===== src/rtl/bdi_pkg.sv =====
// Shared types, constants and helpers for the backward-difference interpolator.
package bdi_pkg;

    localparam int MAX_POINTS = 16;
    localparam int FRAC_BITS  = 16;
    localparam int DW         = 48;                     // internal word width
    localparam int CNT_W      = $clog2(MAX_POINTS + 1); // point count width
    localparam int K_W        = $clog2(MAX_POINTS);     // cell index width
    localparam int XW         = 32;                     // io field width

    typedef enum logic [2:0] {
        ST_LOAD_OK = 3'd0,
        ST_EVAL_OK = 3'd1,
        ST_FEW     = 3'd2,
        ST_ZERO_H  = 3'd3,
        ST_SAT     = 3'd4,
        ST_FULL    = 3'd5
    } status_t;

    typedef enum logic [3:0] {
        S_IDLE, S_LOAD_GO, S_LOAD_RUN, S_DIV_GO, S_DIV_RUN, S_FACTOR, S_MP_RUN,
        S_MD_GO, S_MD_RUN, S_MR_GO, S_MR_RUN, S_ACC, S_FINAL, S_OUT
    } state_t;

    // saturated word plus clamp flag
    typedef struct packed {
        logic                 clmp;
        logic signed [DW-1:0] val;
    } sat_t;

    // data handed from one difference cell to the next
    typedef struct packed {
        logic                 tok;
        logic [CNT_W-1:0]     rem;
        logic signed [DW-1:0] cn;
        logic signed [DW-1:0] co;
        logic                 clmp;
    } bdi_link_t;

    typedef logic [MAX_POINTS-1:0][DW-1:0] rtab_t;

    function automatic sat_t sat_word(input logic signed [DW:0] v);
        sat_t r;
        r.clmp = (v[DW] != v[DW-1]);
        if (!r.clmp) begin
            r.val = v[DW-1:0];
        end else if (v[DW]) begin
            r.val = {1'b1, {(DW-1){1'b0}}};
        end else begin
            r.val = {1'b0, {(DW-1){1'b1}}};
        end
        return r;
    endfunction

    // round-half-up 2^FRAC_BITS / k!, zero beyond 20!; quotient built bit by bit
    function automatic rtab_t make_rtab();
        rtab_t t;
        logic [63:0] f;
        logic [63:0] one;
        logic [63:0] num;
        logic [63:0] q;
        logic [63:0] trial;
        one = 64'd1 << FRAC_BITS;
        f   = 64'd1;
        for (int k = 0; k < MAX_POINTS; k++) begin
            if (k >= 2) begin
                f = f * 64'(k);
            end
            if (k > 20) begin
                t[k] = '0;
            end else begin
                num = one + (f >> 1);
                q   = '0;
                for (int b = 63; b >= 0; b--) begin
                    trial = q | (64'd1 << b);
                    if (128'(trial) * 128'(f) <= 128'(num)) begin
                        q = trial;
                    end
                end
                t[k] = DW'(q);
            end
        end
        return t;
    endfunction

    localparam rtab_t RECIP = make_rtab();

endpackage


===== src/rtl/bdi_mul.sv =====
// Fixed-point multiplier: 48x48 magnitude product from four 24x24 partial products, then clamp.
module bdi_mul (
    input  logic                          aclk,
    input  logic                          aresetn,
    input  logic                          start,
    input  logic signed [bdi_pkg::DW-1:0] a,
    input  logic signed [bdi_pkg::DW-1:0] b,
    output logic                          done,
    output logic signed [bdi_pkg::DW-1:0] result,
    output logic                          clamp
);
    localparam int H  = bdi_pkg::DW / 2;
    localparam int PW = 2 * bdi_pkg::DW;
    localparam int MW = PW - bdi_pkg::FRAC_BITS;

    logic [bdi_pkg::DW-1:0] ma_reg, mb_reg;
    logic                   neg_reg;
    logic [PW-1:0]          prod_reg, prod_next;
    logic [1:0]             step_reg;
    logic                   run_reg, done_reg;
    logic [H-1:0]           opa, opb;
    logic [2*H-1:0]         pp;
    logic [MW-1:0]          mag;
    logic [bdi_pkg::DW-1:0] lim, magc;

    always_comb begin
        opa = step_reg[1] ? ma_reg[bdi_pkg::DW-1:H] : ma_reg[H-1:0];
        opb = step_reg[0] ? mb_reg[bdi_pkg::DW-1:H] : mb_reg[H-1:0];
        pp  = opa * opb;
        unique case (step_reg)
            2'd0:    prod_next = prod_reg + PW'(pp);
            2'd3:    prod_next = prod_reg + (PW'(pp) << (2 * H));
            default: prod_next = prod_reg + (PW'(pp) << H);
        endcase
    end

    always_ff @(posedge aclk) begin
        if (!aresetn) begin
            run_reg  <= 1'b0;
            done_reg <= 1'b0;
            step_reg <= '0;
        end else begin
            done_reg <= 1'b0;
            if (start) begin
                run_reg  <= 1'b1;
                step_reg <= '0;
            end else if (run_reg) begin
                step_reg <= step_reg + 1'b1;
                if (step_reg == 2'd3) begin
                    run_reg  <= 1'b0;
                    done_reg <= 1'b1;
                end
            end
        end
    end

    always_ff @(posedge aclk) begin
        if (start) begin
            ma_reg   <= a[bdi_pkg::DW-1] ? bdi_pkg::DW'(-a) : a;
            mb_reg   <= b[bdi_pkg::DW-1] ? bdi_pkg::DW'(-b) : b;
            neg_reg  <= a[bdi_pkg::DW-1] ^ b[bdi_pkg::DW-1];
            prod_reg <= '0;
        end else if (run_reg) begin
            prod_reg <= prod_next;
        end
    end

    always_comb begin
        mag   = prod_reg[PW-1:bdi_pkg::FRAC_BITS];
        lim   = neg_reg ? {1'b1, {(bdi_pkg::DW-1){1'b0}}} : {1'b0, {(bdi_pkg::DW-1){1'b1}}};
        clamp = mag > MW'(lim);
        magc  = clamp ? lim : mag[bdi_pkg::DW-1:0];
        result = neg_reg ? -magc : magc;
    end

    assign done = done_reg;
endmodule


===== config.mk =====
export PLATFORM = sky130hd
export DESIGN_NAME = bdi_mul
export DESIGN_NICKNAME = d
export VERILOG_FILES = /design/src/rtl/bdi_pkg.sv /design/src/rtl/bdi_mul.sv
export SDC_FILE = /design/constraint.sdc
export NUM_CORES = 2
export LEC_CHECK = 0
export BUFFER_PORTS_ARGS = -buffer_cell sky130_fd_sc_hd__buf_2
export CORE_ASPECT_RATIO = 1.75
export CORE_MARGIN = 2
export CORE_UTILIZATION = 25
export CTS_CLUSTER_DIAMETER = 80
export CTS_CLUSTER_SIZE = 14
export DETAILED_ROUTE_END_ITERATION = 12
export PLACE_DENSITY = 0.39
export SYNTH_ARGS = -nofsm -noshare
export SYNTH_HDL_FRONTEND = slang
export SYNTH_SLANG_ARGS = --single-unit

===== constraint.sdc =====
create_clock -name aclk -period 15.05 [get_ports aclk]
set_input_delay 3.01 -clock aclk [delete_from_list [all_inputs] [get_ports aclk]]
set_output_delay 3.01 -clock aclk [all_outputs]
set_load 0.005 [all_outputs]

-- Yosys cells after proc, flatten, opt, wreduce, memory -nomap -nowiden
Cells that the tools add are included.
- bits in writable memories: 0
- bits in read-only memories: 0
- bits in latches: 0
- flip-flop bits (word level): 197
- memories kept: 0
- word-level logic and storage cells: 37
- eq/ne operators: 1
- reductions and logical operators: 3
- multipliers: 1
- shift operators: 0
- add/subtract/negate cells: 7
- $lt $le $gt $ge: 1
- div/mod/pow operators: 0
- bitwise logic cells: 3
- multiplexer cells: 12
- operators by type and width (cell ; number):
    $pmux 96 s2 ; 1
    $mux 48 ; 3
    $neg 48->48 ; 3
    $add 96x48->96 ; 1
    $add 96x72->96 ; 1
    $add 96x96->96 ; 1
    $mux 47 ; 2
    $gt 80x48->1 ; 1
    $mul 24x24->48 ; 1
    $mux 24 ; 2
    $mux 1 ; 4
    $reduce_or 3->1 ; 1
    $add 2x1->2 const B ; 1
    $eq 2x2->1 const B ; 1
    $logic_not 2->1 ; 1
    $not 1->1 ; 2
    $reduce_or 2->1 ; 1
    $xor 1x1->1 ; 1

-- Longest topological paths before layout
- word-level depth: 5
- gate-level depth with buffers: 44
- depth with buffers taken out: 40

-- Worst setup path after synthesis
No wires, ideal clock.
- path type: flip-flop to flip-flop
- start point: reg step_reg[0]
- end point: reg prod_reg[83]
- clock period less this slack: 11.119 ns
- setup slack: 3.931 ns
- arrival time: 10.974 ns
- data required time: 14.906 ns
- library setup time: 0.144 ns
- path buffers: 3
- cell stages (with the launch flop): 39
- path through: dfxtp_1 clkbuf_1 buf_1 mux2i_1 clkbuf_1 nor2_1 fa_1 inv_1 fa_1 inv_1 fa_1 inv_1 fa_1 inv_1 fa_1 fa_1 inv_1 fa_1 (+3 left out) or4_1 a211oi_1 nor3_1 o21ai_0 a31oi_1 o21bai_1 a21oi_1 xnor2_1 ha_1 and3_1 nand4_1 a2111o_1 a2111o_1 a2111oi_1 nand4_1 xnor2_1 a221oi_1 a2111oi_0
- cells in the longest elaborated chain, start to end: 4
- RTL lines (item ; RTL line ; text):
    from (decl) ; bdi_mul.sv:19 ; logic [1:0] step_reg;
    from (signal assigned) ; bdi_mul.sv:48 ; step_reg <= step_reg + 1'b1;
    $mux 24 ; bdi_mul.sv:28 ; opb = step_reg[0] ? mb_reg[bdi_pkg::DW-1:H] : mb_reg[H-1:0];
    $mul 24x24->48 ; bdi_mul.sv:29 ; pp = opa * opb;
    $add 96x72->96 (tied with other cells) ; bdi_mul.sv:33 ; default: prod_next = prod_reg + (PW'(pp) << H);
    $pmux 96 s2 * ; bdi_mul.sv:30 ; unique case (step_reg)
    to (signal assigned) ; bdi_mul.sv:64 ; prod_reg <= prod_next;
    to (decl) ; bdi_mul.sv:18 ; logic [PW-1:0] prod_reg, prod_next;
Mark *: on every way between the ends. The rest lies on a longest branch, timed or not.
A chain may end at the register's enable or synchronous reset.

-- Final worst setup path
- start point: reg step_reg[1]
- end point: reg prod_reg[83]
- cells in the longest elaborated chain, start to end: 4
- RTL lines (item ; RTL line ; text):
    $mux 24 ; bdi_mul.sv:27 ; opa = step_reg[1] ? ma_reg[bdi_pkg::DW-1:H] : ma_reg[H-1:0];
    $mul 24x24->48 ; bdi_mul.sv:29 ;
    $add 96x72->96 (tied with other cells) ; bdi_mul.sv:33 ;
    $pmux 96 s2 * ; bdi_mul.sv:30 ;
Marked as above.

==> out/results.txt <==
Worst setup SP type - flop
TritonCTS buffer count - 17
Final setup vio count - 0
FP Rows - 195
Cell Area, Synth - 40500 um^2
Post-Place Cell Area - 44000 um^2
Final Hold Viols - 0
Total GRT Usage - 0.222
Routed WL - 183 mm
Yosys warnings - 0
Combinational family with the most area after synthesis - adder cells
CP arrival - 14.00 ns
Met3 Usage GRT - 0.0258
Post-synthesis simple-gate area fraction - 0.179
Crit path max fanout - 28
Post-synthesis sequential area ratio - 0.121
DR vias - 37083
Netlist cell types - 86
Synth Area in Adders - 0.355
Die height - 537 um
Largest net degree at the start of global routing - 67
Synth Area in Compound Gates - 0.175
Cells after synthesis - 4988
Net Count, Synth - 5945
Depth of the most critical reg-to-reg path - 33
Capturing point of the worst reg2reg path - prod_reg[83]
Critical path class - reg -> reg
RSZ-0062 raised after global routing - no
WL per Instance - 25.7 um
Largest register FFs - 96
GRT overflow - 0
Pins over their slew limit - 0
Hold Crit Depth - 2
Final ANT Viol Nets - 0
Port bufs - 148
WHS Endpoint - prod_reg[62]
Measured slew at the worst slew-check pin - 1.16 ns
Most used DFF post-synth - dfxtp_1
Slack of the worst reg-to-reg path - 1.47 ns
Drt pass-1 iters - 7
Die Wd - 308 um
Clk pin slew, worst setup/hold paths - 0.11 ns
Via/cell ratio - 5.21
Mux share of post-synthesis cell area - 0.0303
Status - finished, final reports clean
Area growth from synthesis to layout - 10.1%
Max Freq - 73.6 MHz
HP Start - prod_reg[62]
# DRC - 0
Critical Path RT - 15.47 ns
Post-route setup TNS - 0 ns
Clock Sinks - 197
TritonCTS clock tree - yes
# IOs - 149
Max Cap Viol - 0
Initial antenna violation count - 11
Critical R2R Launch - step_reg[1]
Skew final - 0.0337 ns
Avg Inst Size Synth - 8.12 um^2
GR Util met2 - 0.417
Core Area - 161000 um^2
Flops & latches, synth - 197
Crit-path slowest cell - a2111oi_4
Fin crit period - 13.58 ns
Ys async rst share - 0
DP HPWL - 149 mm
Postcts setup bufs - 0
Fin crit share - 0.902
Layout cell share with drive strength beyond 1 - 0.0841
Vias in the first global route - 38825
Number of flops mapped to enable cells by yosys - 97
Design area - 44600 um^2
H-tree levels - 4
Max Buffers Root-to-Sink - 2
Clock root buffer - clkbuf_16
Iteration-0 DRC Markers - 2332
GP Congestion - 0.920
Rel. slew slack - 0.203
Initial Util - 0.252
Post-CTS Resized - 0
Slowest stage delay, CP - 1.05 ns
NumNets Final - 5996
Full die area - 165000 um^2
Xor-xnor portion of the synthesized cell area - 0.0592
Worst hold path type - reg -> reg
Finished Core Util - 0.277
Post-CTS Hold Fix Bufs - 0
CP endpoint kind - flop
First-pass GRT wire length - 266 mm
Worst skew pair latency - 0.58 ns
GRT Max-Usage Layer - met2
CP dominant cell by count - fa_1
Met1 usage - 0.232
==> cells in the final DEF (no fill, tap or decap), types with 24 or more instances in the layout <==
| cell | n |
|---|---|
| or3_1 | 32 |
| o31ai_1 | 49 |
| and2_1 | 31 |
| a21o_1 | 127 |
| nor4_1 | 43 |
| mux2i_1 | 52 |
| mux2_2 | 51 |
| o21ai_0 | 212 |
| buf_4 | 117 |
| fa_1 | 485 |
| a21oi_1 | 276 |
| edfxtp_1 | 97 |
| a22oi_1 | 24 |
| nor2b_1 | 34 |
| or4_1 | 28 |
| xnor2_1 | 196 |
| nand2_1 | 557 |
| buf_2 | 147 |
| xor2_1 | 75 |
| nand2b_1 | 37 |
| o21bai_1 | 35 |
| nand3_1 | 68 |
| a31oi_1 | 44 |
| inv_1 | 629 |
| o21a_1 | 37 |
| nor3_1 | 73 |
| and3_1 | 48 |
| nand4_1 | 58 |
| a221oi_1 | 47 |
| ha_1 | 372 |
| nor2_1 | 526 |
| dfxtp_1 | 97 |
| a211oi_1 | 26 |
==> how the worst max path moves through the flow <==
stage                     slack, ns        start      endpoint  cells past startpoint
final                          1.47  step_reg[1]  prod_reg[83]                     33
after global routing           0.76  step_reg[1]  prod_reg[85]                     33
after CTS                      1.30  step_reg[1]  prod_reg[85]                     33
after detailed placement       1.35  step_reg[1]  prod_reg[85]                     33
after global placement         1.35  step_reg[1]  prod_reg[83]                     33
after floorplan                3.93  step_reg[0]  prod_reg[83]                     38
==> synthesized netlist by cell type, types with 28 or more instances <==
| cell type | instances | share of area |
|---|---|---|
| a221oi_1 | 47 | 0.010 |
| or3_1 | 32 | 0.0049 |
| clkbuf_1 | 220 | 0.020 |
| a21o_1 | 127 | 0.024 |
| inv_1 | 631 | 0.058 |
| ha_1 | 373 | 0.12 |
| nand2b_1 | 37 | 0.0057 |
| nand4_1 | 58 | 0.0090 |
| nor4_1 | 44 | 0.0068 |
| xor2_1 | 75 | 0.016 |
| nand2_1 | 558 | 0.052 |
| and2_1 | 31 | 0.0048 |
| mux2_2 | 51 | 0.014 |
| xnor2_1 | 199 | 0.043 |
| dfxtp_1 | 100 | 0.049 |
| nand3_1 | 68 | 0.0084 |
| o21bai_1 | 35 | 0.0065 |
| o31ai_1 | 49 | 0.0091 |
| nor3_1 | 73 | 0.0090 |
| a21oi_1 | 277 | 0.034 |
| or4_1 | 28 | 0.0052 |
| a31oi_1 | 44 | 0.0068 |
| o21ai_0 | 212 | 0.026 |
| and3_1 | 48 | 0.0074 |
| nor2b_1 | 34 | 0.0052 |
| edfxtp_1 | 97 | 0.072 |
| o21a_1 | 37 | 0.0069 |
| nor2_1 | 529 | 0.049 |
| fa_1 | 485 | 0.24 |
| mux2i_1 | 64 | 0.016 |
==> cell families after synthesis <==
logic type               count (synthesis)
flip-flops                             197
buffers and inverters                  865
XOR/XNOR                               274
adder cells (fa/ha/maj)                858
AND/OR/NAND/NOR                       1601
multiplexers                           116
AO/OA/AOI/OAI                         1077
==> layout make-up <==
| class | instances | area [um^2] |
|---|---|---|
| fillers | 17586 | 116000 |
| repair buffers | 266 | 1650 |
| clock inverters | 14 | 153 |
| diodes | 4 | 10.0 |
| well taps | 2068 | 2590 |
| multi-input cells | 3926 | 32500 |
| inverters | 631 | 2370 |
| clock buffers | 18 | 430 |
| flip-flops and latches | 197 | 4920 |
==> layer usage <==
metal,vias to the layer above,wire (um)
li1,17094,-
met1,18632,65400
met2,990,97700
met3,357,6660
met4,10,13100
met5,-,68
==> worst max-delay path, delay by kind of cell (launching register included) <==
kind | cells | cell delay [ns]
AO/OA/AOI/OAI | 10 | 3.86
XOR/XNOR | 2 | 1.07
adder cells (fa/ha/maj) | 9 | 4.54
buffers and inverters | 4 | 0.24
flip-flops | 1 | 0.95
multiplexers | 1 | 1.04
AND/OR/NAND/NOR | 7 | 1.70
==> per-stage QoR <==
stage / setup slack (ns) / hold slack, ns / cells
after floorplan: 3.93 / 0.464 / 4988
after global placement: 1.35 / 0.453 / 7088
after detailed placement: 1.35 / 0.460 / 7088
after CTS: 1.30 / 0.475 / 7120
after global routing: 0.758 / 0.508 / 7122
final: 1.47 / 0.473 / 7124
Power is not shown: default switching activity piles up to over one toggle a cycle in this logic, so the estimate is an artifact.
