--- src/rtl/bdi_pkg.sv ---
// Shared types, constants and helpers for the backward-difference interpolator.
package bdi_pkg;

    localparam int MAX_POINTS = 16;
    localparam int FRAC_BITS  = 16;
    localparam int DW         = 48;                     // internal word width
    localparam int CNT_W      = $clog2(MAX_POINTS + 1); // point count width
    localparam int K_W        = $clog2(MAX_POINTS);     // cell index width
    localparam int XW         = 32;                     // io field width

    typedef enum logic [2:0] {
        ST_LOAD_OK = 3'd0,
        ST_EVAL_OK = 3'd1,
        ST_FEW     = 3'd2,
        ST_ZERO_H  = 3'd3,
        ST_SAT     = 3'd4,
        ST_FULL    = 3'd5
    } status_t;

    typedef enum logic [3:0] {
        S_IDLE, S_LOAD_GO, S_LOAD_RUN, S_DIV_GO, S_DIV_RUN, S_FACTOR, S_MP_RUN,
        S_MD_GO, S_MD_RUN, S_MR_GO, S_MR_RUN, S_ACC, S_FINAL, S_OUT
    } state_t;

    // saturated word plus clamp flag
    typedef struct packed {
        logic                 clmp;
        logic signed [DW-1:0] val;
    } sat_t;

    // data handed from one difference cell to the next
    typedef struct packed {
        logic                 tok;
        logic [CNT_W-1:0]     rem;
        logic signed [DW-1:0] cn;
        logic signed [DW-1:0] co;
        logic                 clmp;
    } bdi_link_t;

    typedef logic [MAX_POINTS-1:0][DW-1:0] rtab_t;

    function automatic sat_t sat_word(input logic signed [DW:0] v);
        sat_t r;
        r.clmp = (v[DW] != v[DW-1]);
        if (!r.clmp) begin
            r.val = v[DW-1:0];
        end else if (v[DW]) begin
            r.val = {1'b1, {(DW-1){1'b0}}};
        end else begin
            r.val = {1'b0, {(DW-1){1'b1}}};
        end
        return r;
    endfunction

    // round-half-up 2^FRAC_BITS / k!, zero beyond 20!; quotient built bit by bit
    function automatic rtab_t make_rtab();
        rtab_t t;
        logic [63:0] f;
        logic [63:0] one;
        logic [63:0] num;
        logic [63:0] q;
        logic [63:0] trial;
        one = 64'd1 << FRAC_BITS;
        f   = 64'd1;
        for (int k = 0; k < MAX_POINTS; k++) begin
            if (k >= 2) begin
                f = f * 64'(k);
            end
            if (k > 20) begin
                t[k] = '0;
            end else begin
                num = one + (f >> 1);
                q   = '0;
                for (int b = 63; b >= 0; b--) begin
                    trial = q | (64'd1 << b);
                    if (128'(trial) * 128'(f) <= 128'(num)) begin
                        q = trial;
                    end
                end
                t[k] = DW'(q);
            end
        end
        return t;
    endfunction

    localparam rtab_t RECIP = make_rtab();

endpackage

--- src/rtl/bdi_div.sv ---
// Restoring divider for u = (dx << FRAC_BITS) / h, one quotient bit per cycle, clamped to 48 bits.
module bdi_div (
    input  logic                          aclk,
    input  logic                          aresetn,
    input  logic                          start,
    input  logic signed [bdi_pkg::XW:0]   dx,
    input  logic signed [bdi_pkg::XW:0]   h,
    output logic                          done,
    output logic signed [bdi_pkg::DW-1:0] quo,
    output logic                          clamp
);
    localparam int NW  = bdi_pkg::XW + 1 + bdi_pkg::FRAC_BITS;
    localparam int DVW = bdi_pkg::XW + 1;
    localparam int CW  = $clog2(NW + 1);

    logic [NW-1:0]  n_reg, q_reg;
    logic [DVW-1:0] d_reg, rem_reg, dxm, hm;
    logic [DVW:0]   rem_sh;
    logic           ge, neg_reg;
    logic [CW-1:0]  cnt_reg;
    logic           run_reg, done_reg;
    logic [bdi_pkg::DW-1:0] lim, qc;

    assign dxm    = dx[bdi_pkg::XW] ? DVW'(-dx) : DVW'(dx);
    assign hm     = h[bdi_pkg::XW] ? DVW'(-h) : DVW'(h);
    assign rem_sh = {rem_reg, n_reg[NW-1]};
    assign ge     = rem_sh >= {1'b0, d_reg};

    always_ff @(posedge aclk) begin
        if (!aresetn) begin
            run_reg  <= 1'b0;
            done_reg <= 1'b0;
            cnt_reg  <= '0;
        end else begin
            done_reg <= 1'b0;
            if (start) begin
                run_reg <= 1'b1;
                cnt_reg <= CW'(NW);
            end else if (run_reg) begin
                cnt_reg <= cnt_reg - 1'b1;
                if (cnt_reg == CW'(1)) begin
                    run_reg  <= 1'b0;
                    done_reg <= 1'b1;
                end
            end
        end
    end

    always_ff @(posedge aclk) begin
        if (start) begin
            n_reg   <= NW'(dxm) << bdi_pkg::FRAC_BITS;
            d_reg   <= hm;
            rem_reg <= '0;
            q_reg   <= '0;
            neg_reg <= dx[bdi_pkg::XW] ^ h[bdi_pkg::XW];
        end else if (run_reg) begin
            rem_reg <= ge ? DVW'(rem_sh - {1'b0, d_reg}) : DVW'(rem_sh);
            n_reg   <= n_reg << 1;
            q_reg   <= {q_reg[NW-2:0], ge};
        end
    end

    always_comb begin
        lim   = neg_reg ? {1'b1, {(bdi_pkg::DW-1){1'b0}}} : {1'b0, {(bdi_pkg::DW-1){1'b1}}};
        clamp = q_reg > NW'(lim);
        qc    = clamp ? lim : q_reg[bdi_pkg::DW-1:0];
        quo   = neg_reg ? -qc : qc;
    end

    assign done = done_reg;
endmodule

--- config.mk ---
export PLATFORM = sky130hd
export DESIGN_NAME = bdi_div
export DESIGN_NICKNAME = d
export VERILOG_FILES = /design/src/rtl/bdi_pkg.sv /design/src/rtl/bdi_div.sv
export SDC_FILE = /design/constraint.sdc
export NUM_CORES = 1
export LEC_CHECK = 0
export ABC_AREA = 1
export BUFFER_PORTS_ARGS = -buffer_cell sky130_fd_sc_hd__buf_4
export CAP_MARGIN = 20
export CORE_MARGIN = 5
export CORE_UTILIZATION = 64
export DETAILED_ROUTE_END_ITERATION = 16
export PLACE_DENSITY = 0.84
export RECOVER_POWER = 25
export SETUP_SLACK_MARGIN = 0.4
export SLEW_MARGIN = 15
export SYNTH_ARGS = -nofsm -noshare
export SYNTH_HDL_FRONTEND = slang
export SYNTH_SLANG_ARGS = --single-unit
--- constraint.sdc ---
create_clock -name aclk -period 14 [get_ports aclk]
set_clock_uncertainty 0.05 [all_clocks]
set_input_delay 2.1 -clock aclk [delete_from_list [all_inputs] [get_ports aclk]]
set_output_delay 2.1 -clock aclk [all_outputs]
set_load 0.03 [all_outputs]
After elaboration in Yosys (flattened, before gate mapping). Cells that the tools add are included.

Register bits: 157. Input bits: 69. Output and inout port bits: 50. Logic and storage cells: 38.

Add/subtract/negate cells: 5. $lt $le $gt $ge: 2. Equality and inequality tests: 1. Muxes and demuxes: 14. Bitwise gates (word level): 3. Reductions and logical operators: 3.

Operator list (count): $mux W48 (3); $mux W49 (2); $mux W33 (2); $neg A33 Y33 (2); $gt A49 B48 Y1 (1); $neg A48 Y48 (1); $ge A34 B33 Y1 (1); $sub A33 B33 Y33 (1); $mux W32 (1); $mux W6 (2); $eq A6 B1 Y1 const B (1); $sub A6 B1 Y6 const B (1); $mux W1 (4); $reduce_or A3 Y1 (1); $not A1 Y1 (2); $reduce_bool A2 Y1 (1); $reduce_or A2 Y1 (1); $xor A1 B1 Y1 (1).

Longest topological paths before layout.
Depth after elaboration: 5. Depth in mapped cells: 29.

Worst setup path after synthesis. No wires, ideal clock.

Path kind: reg2out. Start: register neg_reg. End: output quo[22] (netlist name). Data arrival time: 4.786 ns. Path slack: 7.064 ns. Stages on the path, launching flop included: 26. Buffers on the path: 4. Path through: edfxtp_1 -> inv_1 -> clkbuf_1 -> clkbuf_1 -> ha_1 -> inv_1 -> nor3_2 -> nand2_1 -> nor2_2 -> nand2_1 -> nor2_2 -> nand2_1 -> nand3_2 -> nand3_2 -> buf_2 -> buf_4 -> nand2_1 -> inv_1 -> ha_1 -> nand2_1 -> nor2_1 -> nand2_1 -> inv_1 -> nand2_1 -> nand2_2 -> o21ai_0.

Word-level cells in the longest chain between the ends: 5.

Ends and longest elaborated chain: start, declared (RTL line bdi_div.sv:19) `logic ge, neg_reg;`; start signal, assigned (RTL line bdi_div.sv:55) `neg_reg <= dx[bdi_pkg::XW] ^ h[bdi_pkg::XW];`; $mux W48 (RTL line bdi_div.sv:64) `lim = neg_reg ? {1'b1, {(bdi_pkg::DW-1){1'b0}}} : {1'b0, {(bdi_pkg::DW-1){1'b1}}};`; $gt A49 B48 Y1 (RTL line bdi_div.sv:65) `clamp = q_reg > NW'(lim);`; $mux W48 (RTL line bdi_div.sv:66) `qc = clamp ? lim : q_reg[bdi_pkg::DW-1:0];`; $neg A48 Y48 (RTL line bdi_div.sv:67) `quo = neg_reg ? -qc : qc;`; $mux W48 (*) (RTL line bdi_div.sv:67); end, declared (RTL line bdi_div.sv:9) `output logic signed [bdi_pkg::DW-1:0] quo,`.

Every way passes the cells marked *; elsewhere a longest branch is shown, timed or not.

Worst setup path after layout.
Start: register neg_reg. End: output quo[16] (netlist name).

The elaborated chain is that of the path after synthesis.

==> results by stage <==
Timing:
- The number of hold violations in the final report was 0.
- Setup repair after global routing left no endpoint under its margin.
- The worst path uses about 55% of the clock period.
- For the final routed database, the setup TNS stands at 0 ns.
- The highest achievable clock rate is approximately 130 MHz.
- The post-route minimum period is between 7 and 8 ns.
- The remaining max-slew budget at the tightest pin is -63.7%.
- Setup violations remaining at the end of the flow were counted as 0.
- The slew of the pin with the lowest slew margin is 2.46 ns.
- The count of pins over their slew limit was approximately 100.

Die:
- For this configuration, the core starts out at a cell density of roughly two thirds.
- The die outline width is roughly 150 um.
- The die covers roughly 23,000 sq um.
- After floorplanning, the core was divided into 51 placement rows.
- For this design the top-level I/O count stands at roughly 120.
- The core region is ~20,000 sq um.
- The die extent in y is between 150 and 200 um.

Worst setup path:
- The logic depth of the worst register-to-register path is 17.
- The critical path ends at quo[16].
- The worst register-to-register path begins at d_reg[0].
- The worst register-to-register path has a setup slack of just over 10 ns.
- The type of the worst setup path is flip-flop to output port.
- STA classifies the critical path endpoint as an output port.
- The critical register-to-register path endpoint is rem_reg[29].
- For the worst setup path, the data required time is about 12 ns.
- The largest fanout of any net on the critical path is 78.
- Data arrives at the worst endpoint at around 5.5 ns.
- The start point of the critical path is neg_reg.
- STA classifies the critical path startpoint as a flip-flop.

Detailed routing:
- The pre-antenna-repair detailed-routing pass consisted of 6 iterations.
- Dividing the detail-routed wire length by the instance count gives roughly 15 um.
- Using the TritonRoute via totals, the vias-per-cell ratio works out to roughly 5.6.
- The detailed router placed about 13,000 vias in this run.
- After detailed routing, the number of remaining DRC violations is 0.
- The detailed router finished its first iteration with just over 800 violations.
- The count of nets left with antenna violations once routing finished came out at 0.
- The sum of routed wire length over all layers is ~34,000 um.

Synthesis:
- In this run, synthesis inferred 67 flip-flops with an integrated enable.
- After technology mapping, the gate count stands at between 1,500 and 2,000.
- Sequential elements use around 30% of the synthesized area.
- Of the total synthesized cell area, the portion taken by AND, OR, NAND and NOR gates is 31.6%.
- In the synthesized netlist the async set-or-reset flop fraction comes to 0%.
- The synthesized netlist contains 55 unique library cells.
- During synthesis, Yosys emitted a total of 0 warnings.
- Yosys attributes the largest share of cell area to sky130_fd_sc_hd__edfxtp_1 16%, sky130_fd_sc_hd__dfxtp_1 14%, sky130_fd_sc_hd__nand2_1 14%.
- The mean post-synth cell area is ~6.8 sq um.
- Synthesis inferred around 160 register bits.
- The synthesized netlist devotes about an eighth of its cell area to compound gates.
- Of the total synthesized cell area, the portion taken by full adders, half adders and majority gates is roughly 8.6%.
- After synthesis, the most frequently instantiated cells are 469 x sky130_fd_sc_hd__nand2_1, 257 x sky130_fd_sc_hd__inv_1, 204 x sky130_fd_sc_hd__nor2_1.
- For this run, the leading register cell type out of synthesis is sky130_fd_sc_hd__dfxtp_1.
- The number of nets in the synthesized netlist is ~2,000.
- The cell with the most instances after synthesis is sky130_fd_sc_hd__nand2_1.
- The xor and xnor area share after synthesis is approximately 6.3%.
- The mapped netlist covers 12,700 sq um.
- The top cell type by area accounts for roughly 16% of the synthesized area.
- The dominant combinational cell family by area after synthesis is simple AND/OR/NAND/NOR gates.
- Of the post-synthesis cell area, the part taken by muxes is 0%.
- The largest total area in the synthesized netlist belongs to sky130_fd_sc_hd__edfxtp_1.

Pwr:
- The overall power of the completed layout is 1130 uW.
- For this design the ratio of total power to cell area is around 80 nW/um^2.
- The maximum VDD drop is around 0.000097 V.
- The leakage power figure is around 0.0076 uW.

Outcome:
- The final reports fail on max-capacitance violations, max-slew violations.
- The run finished, with violations left.

Cells and area:
- The total inserted antenna cells is 0.
- The filler cells instantiated in the layout total between 1,500 and 2,000.
- The register with the most flip-flops in the layout has 49 of them.
- The area occupied by multi-input gates is around 7600 sq um.
- The sequential standard cell area is roughly 3800 sq um.
- The final layout net count is between 2,000 and 2,500.
- Cells with a size suffix above 1 make up a little over a tenth of the layout.
- The area growth from synthesis to layout is 11.8%.

GRT:
- The first global-routing pass estimated roughly 55,000 um of wire.
- The number of global-route vias before repair was about 12,000.
- The initial antenna violation count was 0.
- Global routing finished with a remaining overflow of 0.
- Entering global routing, the biggest net connects just under 80 pins.
- The global-route usage over all layers is around 29%.

CTS:
- The number of levels in the clock H-tree is 4.
- The number of hold buffers added after CTS was 0.
- The clock sink count is ~160.
- The clock input transition at the sequential cells of the worst setup and hold paths is 0.06 ns.
- The quantity of gates resized following cts is 0.
- TritonCTS built the clock tree.
- No sink is reached through more buffers than the 2 on the longest clock path.
- In this run, CTS created clock tree buffers numbering 17.
- The cell sitting at the root of the clock tree is a sky130_fd_sc_hd__clkbuf_16.
- Post-CTS timing repair inserted 0 buffers for setup.
- The later pin in the worst-skew pair is clocked with a latency of 0.43 ns.

Job:
- The tool flagged a number of max-cap violations equal to 2.

Min path:
- The tightest min-delay check is of the flip-flop to flip-flop type.

Placement:
- At the end of routability-driven placement, the weighted congestion stood at slightly below 1.
- Input and output buffers added on the ports amount to roughly 120.
- Detailed placement finished with a half-perimeter wire length of ~26,000 um.
-- power breakdown --
group	switching, uW	internal (uW)	leakage [uW]	total, uW
logic	110	59.8	0.00596	170
clock network	211	235	0.000266	446
registers	9.69	507	0.00140	517
-- worst max-delay path: stages (launching register included) --
cell and delay (ns):
sky130_fd_sc_hd__edfxtp_1 0.76, sky130_fd_sc_hd__buf_4 0.70, sky130_fd_sc_hd__ha_1 0.38, sky130_fd_sc_hd__a21o_1 0.18
sky130_fd_sc_hd__a21oi_1 0.12, sky130_fd_sc_hd__nand2_1 0.08, sky130_fd_sc_hd__a21oi_1 0.21, sky130_fd_sc_hd__nand3_2 0.14
sky130_fd_sc_hd__nand3_2 0.08, sky130_fd_sc_hd__buf_4 0.64, sky130_fd_sc_hd__nand2_1 0.16, sky130_fd_sc_hd__inv_1 0.11
sky130_fd_sc_hd__ha_1 0.16, sky130_fd_sc_hd__nand2_1 0.06, sky130_fd_sc_hd__nor2_1 0.17, sky130_fd_sc_hd__inv_2 0.07
sky130_fd_sc_hd__nor2_1 0.14, sky130_fd_sc_hd__and2_1 0.19, sky130_fd_sc_hd__nor2_1 0.07, sky130_fd_sc_hd__o21ai_0 0.30
sky130_fd_sc_hd__inv_1 0.07, sky130_fd_sc_hd__buf_4 0.17
-- how the worst min path moves through the flow --
stage                start           to  slack, ns  depth (start not counted)
2_1_floorplan   cnt_reg[4]   cnt_reg[4]       0.40                          2
3_3_place_gp    cnt_reg[4]   cnt_reg[4]       0.41                          2
3_5_place_dp   rem_reg[26]  rem_reg[26]       0.42                          2
4_1_cts        rem_reg[26]  rem_reg[26]       0.43                          2
5_1_grt         cnt_reg[4]   cnt_reg[4]       0.44                          2
6_report       rem_reg[26]  rem_reg[26]       0.43                          2
-- metal layers --
layer,wire [um],GRT usage (%),part of all wire (%),up-vias
met4,1080,11.3,3.2,0
met5,0,0,0,-
li1,-,-,-,6302
met1,14200,36.6,42,5711
met3,2000,3.68,5.9,79
met2,16600,52.2,49,441
-- per-stage QoR --
stage                     utilization, %  worst slack (ns)  cell area (sq um)  hold slack [ns]  std cells
after floorplan                        -              7.06              12700            0.397       1877
after global placement              69.9              7.02              13600            0.407       2206
after detailed placement            69.9              6.85              13600            0.419       2206
after CTS                           72.8              6.39              14200            0.428       2238
after global routing                72.7              5.95              14200            0.440       2239
final                               72.7              6.36              14200            0.428       2239
-- placed cells by master (no fill, tap or decap), types with 20 or more instances in the layout --
cell | netlist | layout
sky130_fd_sc_hd__a21oi_1 | 65 | 65
sky130_fd_sc_hd__buf_4 | 10 | 118
sky130_fd_sc_hd__dfxtp_1 | 90 | 90
sky130_fd_sc_hd__edfxtp_1 | 67 | 67
sky130_fd_sc_hd__ha_1 | 86 | 86
sky130_fd_sc_hd__inv_1 | 257 | 257
sky130_fd_sc_hd__nand2_1 | 469 | 469
sky130_fd_sc_hd__nand3_1 | 143 | 143
sky130_fd_sc_hd__nand4_1 | 20 | 20
sky130_fd_sc_hd__nor2_1 | 204 | 204
sky130_fd_sc_hd__o21ai_0 | 95 | 95
sky130_fd_sc_hd__o22ai_1 | 47 | 47
sky130_fd_sc_hd__xnor2_1 | 38 | 38
sky130_fd_sc_hd__xor2_1 | 54 | 54
-- logic make-up after synthesis --
logic type               Yosys count
XOR/XNOR                          92
AND/OR/NAND/NOR                  930
buffers and inverters            327
adder cells (fa/ha/maj)           87
flip-flops                       157
AO/OA/AOI/OAI                    284
-- area by class of cell --
class	count	area share, %
Multi-Input combinational cell	1393	53.2
Sequential cell	157	26.9
Inverter	266	7.03
Timing Repair Buffer	126	6.56
Clock buffer	18	3.02
Tap cell	265	2.34
Clock inverter	14	0.960
No activity file was read; power rests on OpenSTA's default activity.
