**src/rtl/bdi_pkg.sv**
```systemverilog
// Shared types, constants and helpers for the backward-difference interpolator.
package bdi_pkg;

    localparam int MAX_POINTS = 16;
    localparam int FRAC_BITS  = 16;
    localparam int DW         = 48;                     // internal word width
    localparam int CNT_W      = $clog2(MAX_POINTS + 1); // point count width
    localparam int K_W        = $clog2(MAX_POINTS);     // cell index width
    localparam int XW         = 32;                     // io field width

    typedef enum logic [2:0] {
        ST_LOAD_OK = 3'd0,
        ST_EVAL_OK = 3'd1,
        ST_FEW     = 3'd2,
        ST_ZERO_H  = 3'd3,
        ST_SAT     = 3'd4,
        ST_FULL    = 3'd5
    } status_t;

    typedef enum logic [3:0] {
        S_IDLE, S_LOAD_GO, S_LOAD_RUN, S_DIV_GO, S_DIV_RUN, S_FACTOR, S_MP_RUN,
        S_MD_GO, S_MD_RUN, S_MR_GO, S_MR_RUN, S_ACC, S_FINAL, S_OUT
    } state_t;

    // saturated word plus clamp flag
    typedef struct packed {
        logic                 clmp;
        logic signed [DW-1:0] val;
    } sat_t;

    // data handed from one difference cell to the next
    typedef struct packed {
        logic                 tok;
        logic [CNT_W-1:0]     rem;
        logic signed [DW-1:0] cn;
        logic signed [DW-1:0] co;
        logic                 clmp;
    } bdi_link_t;

    typedef logic [MAX_POINTS-1:0][DW-1:0] rtab_t;

    function automatic sat_t sat_word(input logic signed [DW:0] v);
        sat_t r;
        r.clmp = (v[DW] != v[DW-1]);
        if (!r.clmp) begin
            r.val = v[DW-1:0];
        end else if (v[DW]) begin
            r.val = {1'b1, {(DW-1){1'b0}}};
        end else begin
            r.val = {1'b0, {(DW-1){1'b1}}};
        end
        return r;
    endfunction

    // round-half-up 2^FRAC_BITS / k!, zero beyond 20!; quotient built bit by bit
    function automatic rtab_t make_rtab();
        rtab_t t;
        logic [63:0] f;
        logic [63:0] one;
        logic [63:0] num;
        logic [63:0] q;
        logic [63:0] trial;
        one = 64'd1 << FRAC_BITS;
        f   = 64'd1;
        for (int k = 0; k < MAX_POINTS; k++) begin
            if (k >= 2) begin
                f = f * 64'(k);
            end
            if (k > 20) begin
                t[k] = '0;
            end else begin
                num = one + (f >> 1);
                q   = '0;
                for (int b = 63; b >= 0; b--) begin
                    trial = q | (64'd1 << b);
                    if (128'(trial) * 128'(f) <= 128'(num)) begin
                        q = trial;
                    end
                end
                t[k] = DW'(q);
            end
        end
        return t;
    endfunction

    localparam rtab_t RECIP = make_rtab();

endpackage

```
**src/rtl/bdi_cell.sv**
```systemverilog
// One backward-difference cell: holds one difference order, updates as the load wave passes.
module bdi_cell (
    input  logic                 aclk,
    input  logic                 aresetn,
    input  logic                 clear,
    input  bdi_pkg::bdi_link_t   link_in,
    output bdi_pkg::bdi_link_t   link_out,
    output logic signed [bdi_pkg::DW-1:0] value
);
    logic signed [bdi_pkg::DW-1:0] value_reg;
    bdi_pkg::bdi_link_t            link_reg;
    bdi_pkg::sat_t                 diff;
    logic                          en;

    assign en   = link_in.tok && (link_in.rem != '0);
    assign diff = bdi_pkg::sat_word({link_in.cn[bdi_pkg::DW-1], link_in.cn}
                                  - {link_in.co[bdi_pkg::DW-1], link_in.co});

    always_ff @(posedge aclk) begin
        if (!aresetn) begin
            value_reg <= '0;
            link_reg  <= '0;
        end else begin
            if (clear) begin
                value_reg <= '0;
            end else if (en) begin
                value_reg <= diff.val;
            end
            link_reg.tok  <= link_in.tok;
            link_reg.rem  <= (link_in.rem != '0) ? link_in.rem - 1'b1 : '0;
            link_reg.cn   <= diff.val;
            link_reg.co   <= value_reg;
            link_reg.clmp <= link_in.clmp | (en & diff.clmp);
        end
    end

    assign value    = value_reg;
    assign link_out = link_reg;
endmodule

```
**config.mk**
```make
export PLATFORM = sky130hd
export DESIGN_NAME = bdi_cell
export DESIGN_NICKNAME = d
export VERILOG_FILES = /design/src/rtl/bdi_pkg.sv /design/src/rtl/bdi_cell.sv
export SDC_FILE = /design/constraint.sdc
export NUM_CORES = 1
export LEC_CHECK = 0
export BUFFER_PORTS_ARGS = -buffer_cell sky130_fd_sc_hd__buf_4
export CELL_PAD_IN_SITES_DETAIL_PLACEMENT = 0
export CELL_PAD_IN_SITES_GLOBAL_PLACEMENT = 1
export CORE_MARGIN = 8
export CORE_UTILIZATION = 37
export CTS_CLUSTER_SIZE = 28
export DETAILED_ROUTE_END_ITERATION = 8
export GPL_TIMING_DRIVEN = 0
export PLACE_DENSITY_LB_ADDON = 0.1
export SYNTH_ARGS = -nofsm -noshare
export SYNTH_HDL_FRONTEND = slang
export SYNTH_SLANG_ARGS = --single-unit
```
**constraint.sdc**
```tcl
create_clock -name aclk -period 5.6 [get_ports aclk]
set_clock_uncertainty 0.15 [all_clocks]
set_input_delay 0.56 -clock aclk [delete_from_list [all_inputs] [get_ports aclk]]
set_output_delay 0.56 -clock aclk [all_outputs]
set_load 0.01 [all_outputs]
```
======== Yosys cells after proc, flatten, opt, wreduce, memory -nomap -nowiden ========
Index checks and enable logic that the tools add are counted.
W data, S select, Z words.
storage, ports and cells
  bits in registers ....................... 151
  latch bits .............................. 0
  bits in writable memories ............... 0
  ROM bits ................................ 0
  output and inout bits ................... 151
  logic and storage cells ................. 18
  memories kept ........................... 0
operators by class
  $add $sub $neg .......................... 2
  multiply operators ...................... 0
  div/mod/pow operators ................... 0
  magnitude comparators ................... 0
  equality and inequality tests ........... 1
  shift operators ......................... 0
  multiplexer cells ....................... 2
  bitwise gates (word level) .............. 3
  reduce and logical (&&, ||, !) cells .... 4
operators with widths
  kind                   count
  $mux W48               2
  $sub A48 B48 Y49       1
  $reduce_bool A5 Y1     1
  $sub A5 B1 Y5 const B  1
  $reduce_and A2 Y1      1
  $reduce_or A2 Y1       1
  $and A1 B1 Y1          1
  $logic_and A1 B1 Y1    1
  $ne A1 B1 Y1           1
  $not A1 Y1             1
  $or A1 B1 Y1           1

======== Depth between registers and ports, before layout ========
Gate-level depths: netlist of the first run.
  depth in word-level cells ............... 4
  mapped depth ............................ 15
  gate-level depth less buffers ........... 13

======== Worst setup path after synthesis of the first run ========
No wires, ideal clock.
  path kind ............................... input port to flip-flop
  start ................................... in link_in[49] (netlist bit)
  end ..................................... reg value_reg (netlist bit value[34])
  arrival time ............................ 3.115 ns
  slack ................................... 2.202 ns
  cell stages on the path ................. 15
  path buffers ............................ 2
  cell sequence ........................... inv_1 -> ha_1 -> inv_1 -> fa_1 -> a211oi_2 -> o211ai_2 -> a2111oi_2 -> or3_1 -> nand3_2 -> a31oi_4 -> o21ai_2 -> buf_6 -> buf_6 -> a21oi_1 -> a21oi_1
on the way
  word-level cells in the longest chain between the ends .. 3
  elaborated cells between the ends (all ways) .. 4
  those cells by class .................... add/sub (1); eq/ne (1); mux (2)
RTL lines
  what                                             line                          text
  start: declaration                               bdi_cell.sv:6                 input bdi_pkg::bdi_link_t link_in,
  $sub A48 B48 Y49 (*)                             bdi_cell.sv:17                - {link_in.co[bdi_pkg::DW-1], link_in.co});
  $mux W48 / $ne A1 B1 Y1 (equally long branches)  bdi_pkg.sv:47, bdi_pkg.sv:44
  $mux W48 (*)                                     bdi_pkg.sv:45                 if (!r.clmp) begin
  end signal: assignment                           bdi_cell.sv:27                value_reg <= diff.val;
  end: declaration                                 bdi_cell.sv:10                logic signed [bdi_pkg::DW-1:0] value_reg;
Mark *: on every way between the ends. The rest lies on a longest branch, timed or not.
A chain may end at the register's enable or synchronous reset.

======== Final worst setup path of the first run ========
  start ................................... in link_in[49] (netlist bit)
  end ..................................... reg link_reg (netlist bit link_out[89])
on the way
  word-level cells in the longest chain between the ends .. 3
  elaborated cells between the ends (all ways) .. 4
  those cells by class .................... add/sub (1); eq/ne (1); mux (2)
RTL lines
  what                                             line                          text
  $sub A48 B48 Y49 (*)                             bdi_cell.sv:17
  $mux W48 / $ne A1 B1 Y1 (equally long branches)  bdi_pkg.sv:47, bdi_pkg.sv:44
  $mux W48 (*)                                     bdi_pkg.sv:45
  end: declaration                                 bdi_cell.sv:11                bdi_pkg::bdi_link_t link_reg;
Marks and branches as above.

==> results.md, run 1 <==
* GPL Wtd Cong at 0.9227
* Layout area overhead at 36.91%
* PostCTS Resize Cnt at 0
* Sink Count at 151
* Initial antenna violation count at 0
* Post-synth EDFFs at 0
* Row count at 53
* Worst hold slack at 156.5 ps
* Critical Path RT at 5750 ps
* Post-Syn Area at 0.007821 mm2
* Final TNS setup at 0 ps
* Via count at 7,541
* Setup CP Type: in -> reg
* Final wirelength at 27,400 um
* Mean post-synth cell area at 8.365 um2
* TritonCTS clock tree: built
* Htree depth at 4
* Overflow after GRT at 0
* CP Capture Type: register
* Reg-to-reg endpoint: value[44]
* Leak at 0.005053 uW
* Core area at 0.02089 mm2
* P per Cell Area at 314.5 mW/mm2
* Synth unique cells at 67
* Data arrival time of the worst path at 3850 ps
* Hold Vio Cnt, Final at 0
* Fin. max-slew vios at 0
* Fillers at 2,090
* Slew HR at 29.97%
* CP max FO at 10
* Max FFs per register at 103
* Min Tclk post-route at 3700 ps
* Vias/cell at 5.037
* # diodes at 0
* Worst min-delay path class: in -> reg
* GRT Overall Usage at 20.55%
* Clock Pin Slew Worst Setup and Hold Paths at 80 ps
* Clock root buffer: clkbuf_16
* Dpl cells at 1,465
* Non-Filler Instances at 1,497
* Num CTS Buffers at 17
* Multi-input gate area at 0.004283 mm2
* Number of global-route vias before repair at 7,560
* R2R depth at 3
* Register area at 0.003023 mm2
* Wire length of the first global-routing pass at 42,370 um
* FMAX at 270.2 MHz
* First DRT Iteration DRCs at 356
* Top Ports at 257
* Clock Path Buffers at 2
* Crit share post-route at 66.08%
* HP Start: link_in[97]
* Post-synth net total at 1,091
* Initial core utilization at 37.44%
* Worst slew pin tran at 1047 ps
* Detail Route Antenna Nets at 0
* Main synth FF type: dfxtp_1
* Setup violators final at 0
* Worst hold endpoint: link_out[97]
* Layout net count at 1,365
* Drt first pass iters at 5
* WHS Path Cells at 2
* DP HPWL at 22,200 um
* Die H at 161.4 um
* Async set-reset flop share out of synthesis at 0%
* Max-cap violation count at 0
* Seq/Total Area, Yosys at 38.65%
* Drt drc at 0
* Synth Instances at 935
* Clock latency on the worst-skew pair at 430 ps
* Setup crit start kind: primary input
* Port Buffers at 255
* Worst r2r src: value[44]
* Post-CTS setup buffer count at 0
* CTS Hold Bufs at 0
* Die W at 161.4 um
* RSZ-0062 raised after global routing: false
* Synth warn at 0
* Layout cell share with drive strength beyond 1 at 28.48%
* Reg2Reg Setup Slack at 4610 ps
* Pin count of the biggest net entering global routing at 19
* Die area at 0.02605 mm2
* Synthesized flop and latch total at 151
* Drt wl/cell at 18.31 um
* Status: complete, no violations
* Peak VDD IR at 0.0002133 V
==> metal layers <==
metal	global-route usage (%)	part of all wire, %	up-vias
met5	0	0	-
met4	5.261	1.1	0
met3	4.301	6.7	22
met2	33.80	46	258
met1	26.91	46	3490
li1	-	-	3771
==> layout make-up <==
type | count | share of cell area, %
inverters | 64 | 2.244
well taps | 275 | 3.213
clock inverters | 15 | 1.893
plain buffers | 52 | 2.571
clock buffers | 17 | 3.973
multi-input cells | 668 | 40.00
repair buffers | 255 | 17.88
flip-flops and latches | 151 | 28.23
==> per-stage QoR <==
stage | cell area [um2] | setup WS [ps] | util, % | total power, uW
after floorplan | 7821 | 2202 | - | 1770
after global placement | 10080 | 1421 | 48.25 | 2180
after detailed placement | 10080 | 1432 | 48.25 | 2180
after CTS | 10710 | 1884 | 51.26 | 3391
after global routing | 10710 | 1687 | 51.26 | 3535
final | 10710 | 1900 | 51.26 | 3367
==> worst max-delay path, stage by stage <==
cell       delay, ps
buf_4            110
inv_1             40
ha_1             140
inv_1             50
fa_1             440
a211oi_2         270
o211ai_2         160
a2111oi_2        430
or3_1            250
nand3_2          160
a31oi_4          360
o21ai_2          150
buf_6            180
nand2_2          100
buf_2            310
nor2_1           140
==> how the worst max path moves through the flow <==
stage                         endpoint  cells past startpoint  slack (ps)   startpoint
after floorplan              value[34]                     15        2200  link_in[49]
after global placement    link_out[89]                     16        1420  link_in[49]
after detailed placement  link_out[89]                     16        1430  link_in[49]
after CTS                 link_out[89]                     16        1880  link_in[49]
after global routing      link_out[76]                     16        1690  link_in[49]
final                     link_out[89]                     16        1900  link_in[49]
==> Yosys cell counts (all sizes together) (2+ instances only) <==
library cell	instances	area, um2
maj3	2	20.02
inv	64	240.2
buf	28	182.7
o21bai	9	67.56
nand2	74	280.3
nand2b	5	31.28
ha	49	613.1
nor2	68	257.8
o31a	2	17.52
and3	7	43.79
xor2	16	140.1
a21o	20	150.1
nor4	4	25.02
a211oi	6	50.05
mux2i	4	43.79
a31oi	16	115.1
o31ai	4	30.03
nor3	7	46.30
or3	5	31.28
nand3	9	62.56
nor2b	14	87.58
or3b	2	17.52
or2	3	18.77
a21boi	18	165.2
a21oi	103	530.5
xnor2	27	236.5
dfxtp	151	3023
and2	55	344.1
clkbuf	24	92.59
o211ai	7	57.55
nand4	18	125.1
o21ai	92	468.0
o21a	7	52.55
o221ai	2	17.52
==> layout by cell type, fill, tap and decap left out, drive strengths merged, types with 3 or more instances in the layout <==
cell type	netlist	layout
and3	7	7
o21bai	9	9
a31oi	16	16
nor2b	14	14
nor3	7	7
or2	3	3
nor2	68	68
or3	5	5
nand3	9	9
nand4	18	18
xor2	16	16
clkinv	0	7
a21boi	18	18
o21a	7	7
a211oi	6	6
xnor2	27	27
mux2i	4	4
o211ai	7	7
a21oi	103	103
o21ai	92	92
buf	28	283
nor4	4	4
clkbuf	24	41
inv	64	71
nand2b	5	5
nand2	74	74
dfxtp	151	151
and2	55	55
o31ai	4	4
ha	49	49
a21o	20	20
==> kinds of logic after synthesis <==
group	count (synthesis)	synth area share, %
mux	4	0.5599
compound gates	297	23.40
flops	151	38.65
buf+inv	116	6.591
fa+ha+maj	52	8.351
simple gates	272	17.63
xor+xnor	43	4.815
==> power by group <==
| group | leakage (uW) | switching [uW] | internal (uW) |
|---|---|---|---|
| clock network | 0.000306 | 561 | 650 |
| logic | 0.00351 | 546 | 397 |
| registers | 0.00124 | 40.6 | 1170 |
| total | 0.00505 | 1150 | 2220 |
Power figures use the tool's default switching activity.
==> inputs of run 2 (changes only) <==
==> constraint.sdc (replaced) <==
create_clock -name aclk -period 3.8 [get_ports aclk]
set_clock_uncertainty 0.15 [all_clocks]
set_input_delay 0.38 -clock aclk [delete_from_list [all_inputs] [get_ports aclk]]
set_output_delay 0.38 -clock aclk [all_outputs]
set_load 0.01 [all_outputs]
==> run 2 against run 1 <==
Compared with the run above:
- largest power group unchanged
- sequential power rose by 48%
- power rose by 47%
- non-clock buffer count rose by 1
- utilization barely moved
- sequential share of layout area barely moved
- global-route usage barely moved
- highest routed layer unchanged
- clock power rose by 47%
- critical path type unchanged
- hold slack got worse by 130 ps
- final area barely moved
- routed wire length barely moved
- combinational power rose by 47%
==> results.md, run 2 (synthesis results as in run 1) <==
* # diodes at 0
* Core area at 0.02089 mm2
* Initial core utilization at 37.44%
* CP Capture Type: register
* Slew HR at 30.42%
* Num CTS Buffers at 17
* Top Ports at 257
* Min Tclk post-route at 3520 ps
* Worst min-delay path class: in -> reg
* Htree depth at 4
* Met2 GRT Util at 33.80%
* Critical Path Slowest Stage Cell: fa_1
* Clock latency on the worst-skew pair at 430 ps
* RSZ-0062 raised after global routing: false
* DP HPWL at 22,200 um
* CP Launch Point: link_in[49]
* Number of global-route vias before repair at 7,566
* Reg2Reg Setup Slack at 2820 ps
* Commonest non-fill, non-tap cells in the layout: buf_4, dfxtp_1, a21oi_1
* Setup violators final at 0
* Worst r2r src: value[44]
* Layout area overhead at 37.03%
* Grt met3 use at 4.276%
* Clock Path Buffers at 2
* Critical Path RT at 3950 ps
* Hold Vio Cnt, Final at 0
* First DRT Iteration DRCs at 351
* P per Cell Area at 463.1 mW/mm2
* Fin. max-slew vios at 0
* Setup crit start kind: primary input
* Final wirelength at 27,420 um
* Commonest non-fill, non-tap cell in the layout: buf_4
* Final TNS setup at 0 ps
* Crit. path cell count at 16
* Data arrival time of the worst path at 3670 ps
* HP Start: link_in[102]
* Sink Count at 151
* Layout net count at 1,366
* Die H at 161.4 um
* Status: complete, no violations
* GRT Overall Usage at 20.55%
* Port Buffers at 255
* Drt first pass iters at 5
* Drt wl/cell at 18.30 um
* CP Cell Sequence: buf_4 -> inv_1 -> ha_1 -> inv_1 -> fa_1 -> a211oi_2 -> o211ai_2 -> a2111oi_2 -> or3_1 -> nand3_2 -> a31oi_4 -> o21ai_2 -> buf_6 -> nand2_2 -> buf_2 -> nor2_1
* Clock root buffer: clkbuf_16
* Crit share post-route at 92.62%
* Max-cap violation count at 0
* Dpl cells at 1,465
* Layout cell share with drive strength beyond 1 at 28.45%
* CP bufs+invs at 5
* Row count at 53
* CP max FO at 10
* Detail Route Antenna Nets at 0
* Setup CP Type: in -> reg
* Vias/cell at 5.041
* Non-Filler Instances at 1,498
* Pin count of the biggest net entering global routing at 19
* GPL Wtd Cong at 0.9227
* TritonCTS clock tree: built
* Fillers at 2,089
* Initial antenna violation count at 0
* FMAX at 284.1 MHz
* Crit-path max cell delay at 440 ps
* CP dominant cell by count: inv_1
* Die W at 161.4 um
* Post-CTS setup buffer count at 0
* Max FFs per register at 103
* Clock Pin Slew Worst Setup and Hold Paths at 70 ps
* Drt drc at 0
* R2R depth at 3
* Die area at 0.02605 mm2
* Worst slew pin tran at 1040 ps
* Via count at 7,551
* Routing usage on met1 at 26.94%
* Overflow after GRT at 0
* WHS Path Cells at 2
* Delay-heaviest family, CP: compound AO/OA/AOI/OAI gates
* Wire length of the first global-routing pass at 42,380 um
* Most Crowded Layer GR: met2
* Leak at 0.005057 uW
* Peak VDD IR at 0.0003114 V
run 2: cell types whose count changed in the layout (fill, tap and decap cells not counted):
cell | before | now
dlygate4sd3_1 | 0 | 1
run 2: metrics by stage:
stage / instance area, um2 / total power [uW] / utilization, % / setup slack (ps) / hold slack [ps]
5_1_grt: 10720 / 5210 / 51.31 / 67.40 / 17.77
4_1_cts: 10720 / 4999 / 51.31 / 263.6 / 15.26
3_5_place_dp: 10080 / 3213 / 48.25 / -187.5 / 305.8
3_3_place_gp: 10080 / 3212 / 48.25 / -199.5 / 301.7
6_report: 10720 / 4964 / 51.31 / 280.4 / 29.41
2_1_floorplan: 7821 / 2608 / - / 582.4 / 302.4
run 2: report_power, final:
part | total, uW | internal, uW | leakage (uW) | switching (uW)
sequential | 1790 | 1730 | 0.00124 | 59.5
clock | 1780 | 958 | 0.000306 | 826
combinational | 1390 | 585 | 0.00351 | 806
total | 4960 | 3270 | 0.00506 | 1690
run 2: area by class of cell:
class	instances	area (um2)	area share (%)
Sequential cell	151	3023	28.20
Inverter	64	240.2	2.241
Clock inverter	15	202.7	1.891
Tap cell	275	344.1	3.210
Clock buffer	17	425.4	3.969
Timing Repair Buffer	256	1924	17.95
Buffer	52	275.3	2.568
Multi-Input combinational cell	668	4283	39.96
run 2: worst reg2reg max path: cells and delay by family, from the launching register on:
kind / cells / cell delay (ps)
AO/OA/AOI/OAI: 2 / 240
flip-flops: 1 / 340
AND/OR/NAND/NOR: 1 / 150
run 2: layer usage:
layer  vias up  wire (um)
met4         0        293
met5         -          0
met1      3512      12750
met3        24       1769
li1       3771          -
met2       244      12600
run 2: path summary, 6_finish.rpt:
path                                 endpoint
worst max-delay path             link_out[89]
worst min register to register      value[20]
worst min-delay path            link_out[102]
worst max register to register      value[44]
run 2: timing repair:
action | in CTS | in global routing
gates resized for setup | 0 | 0
endpoints found under the setup margin | 0 | 0
endpoints found under the hold margin | 1 | 0
hold buffers | 1 | 0
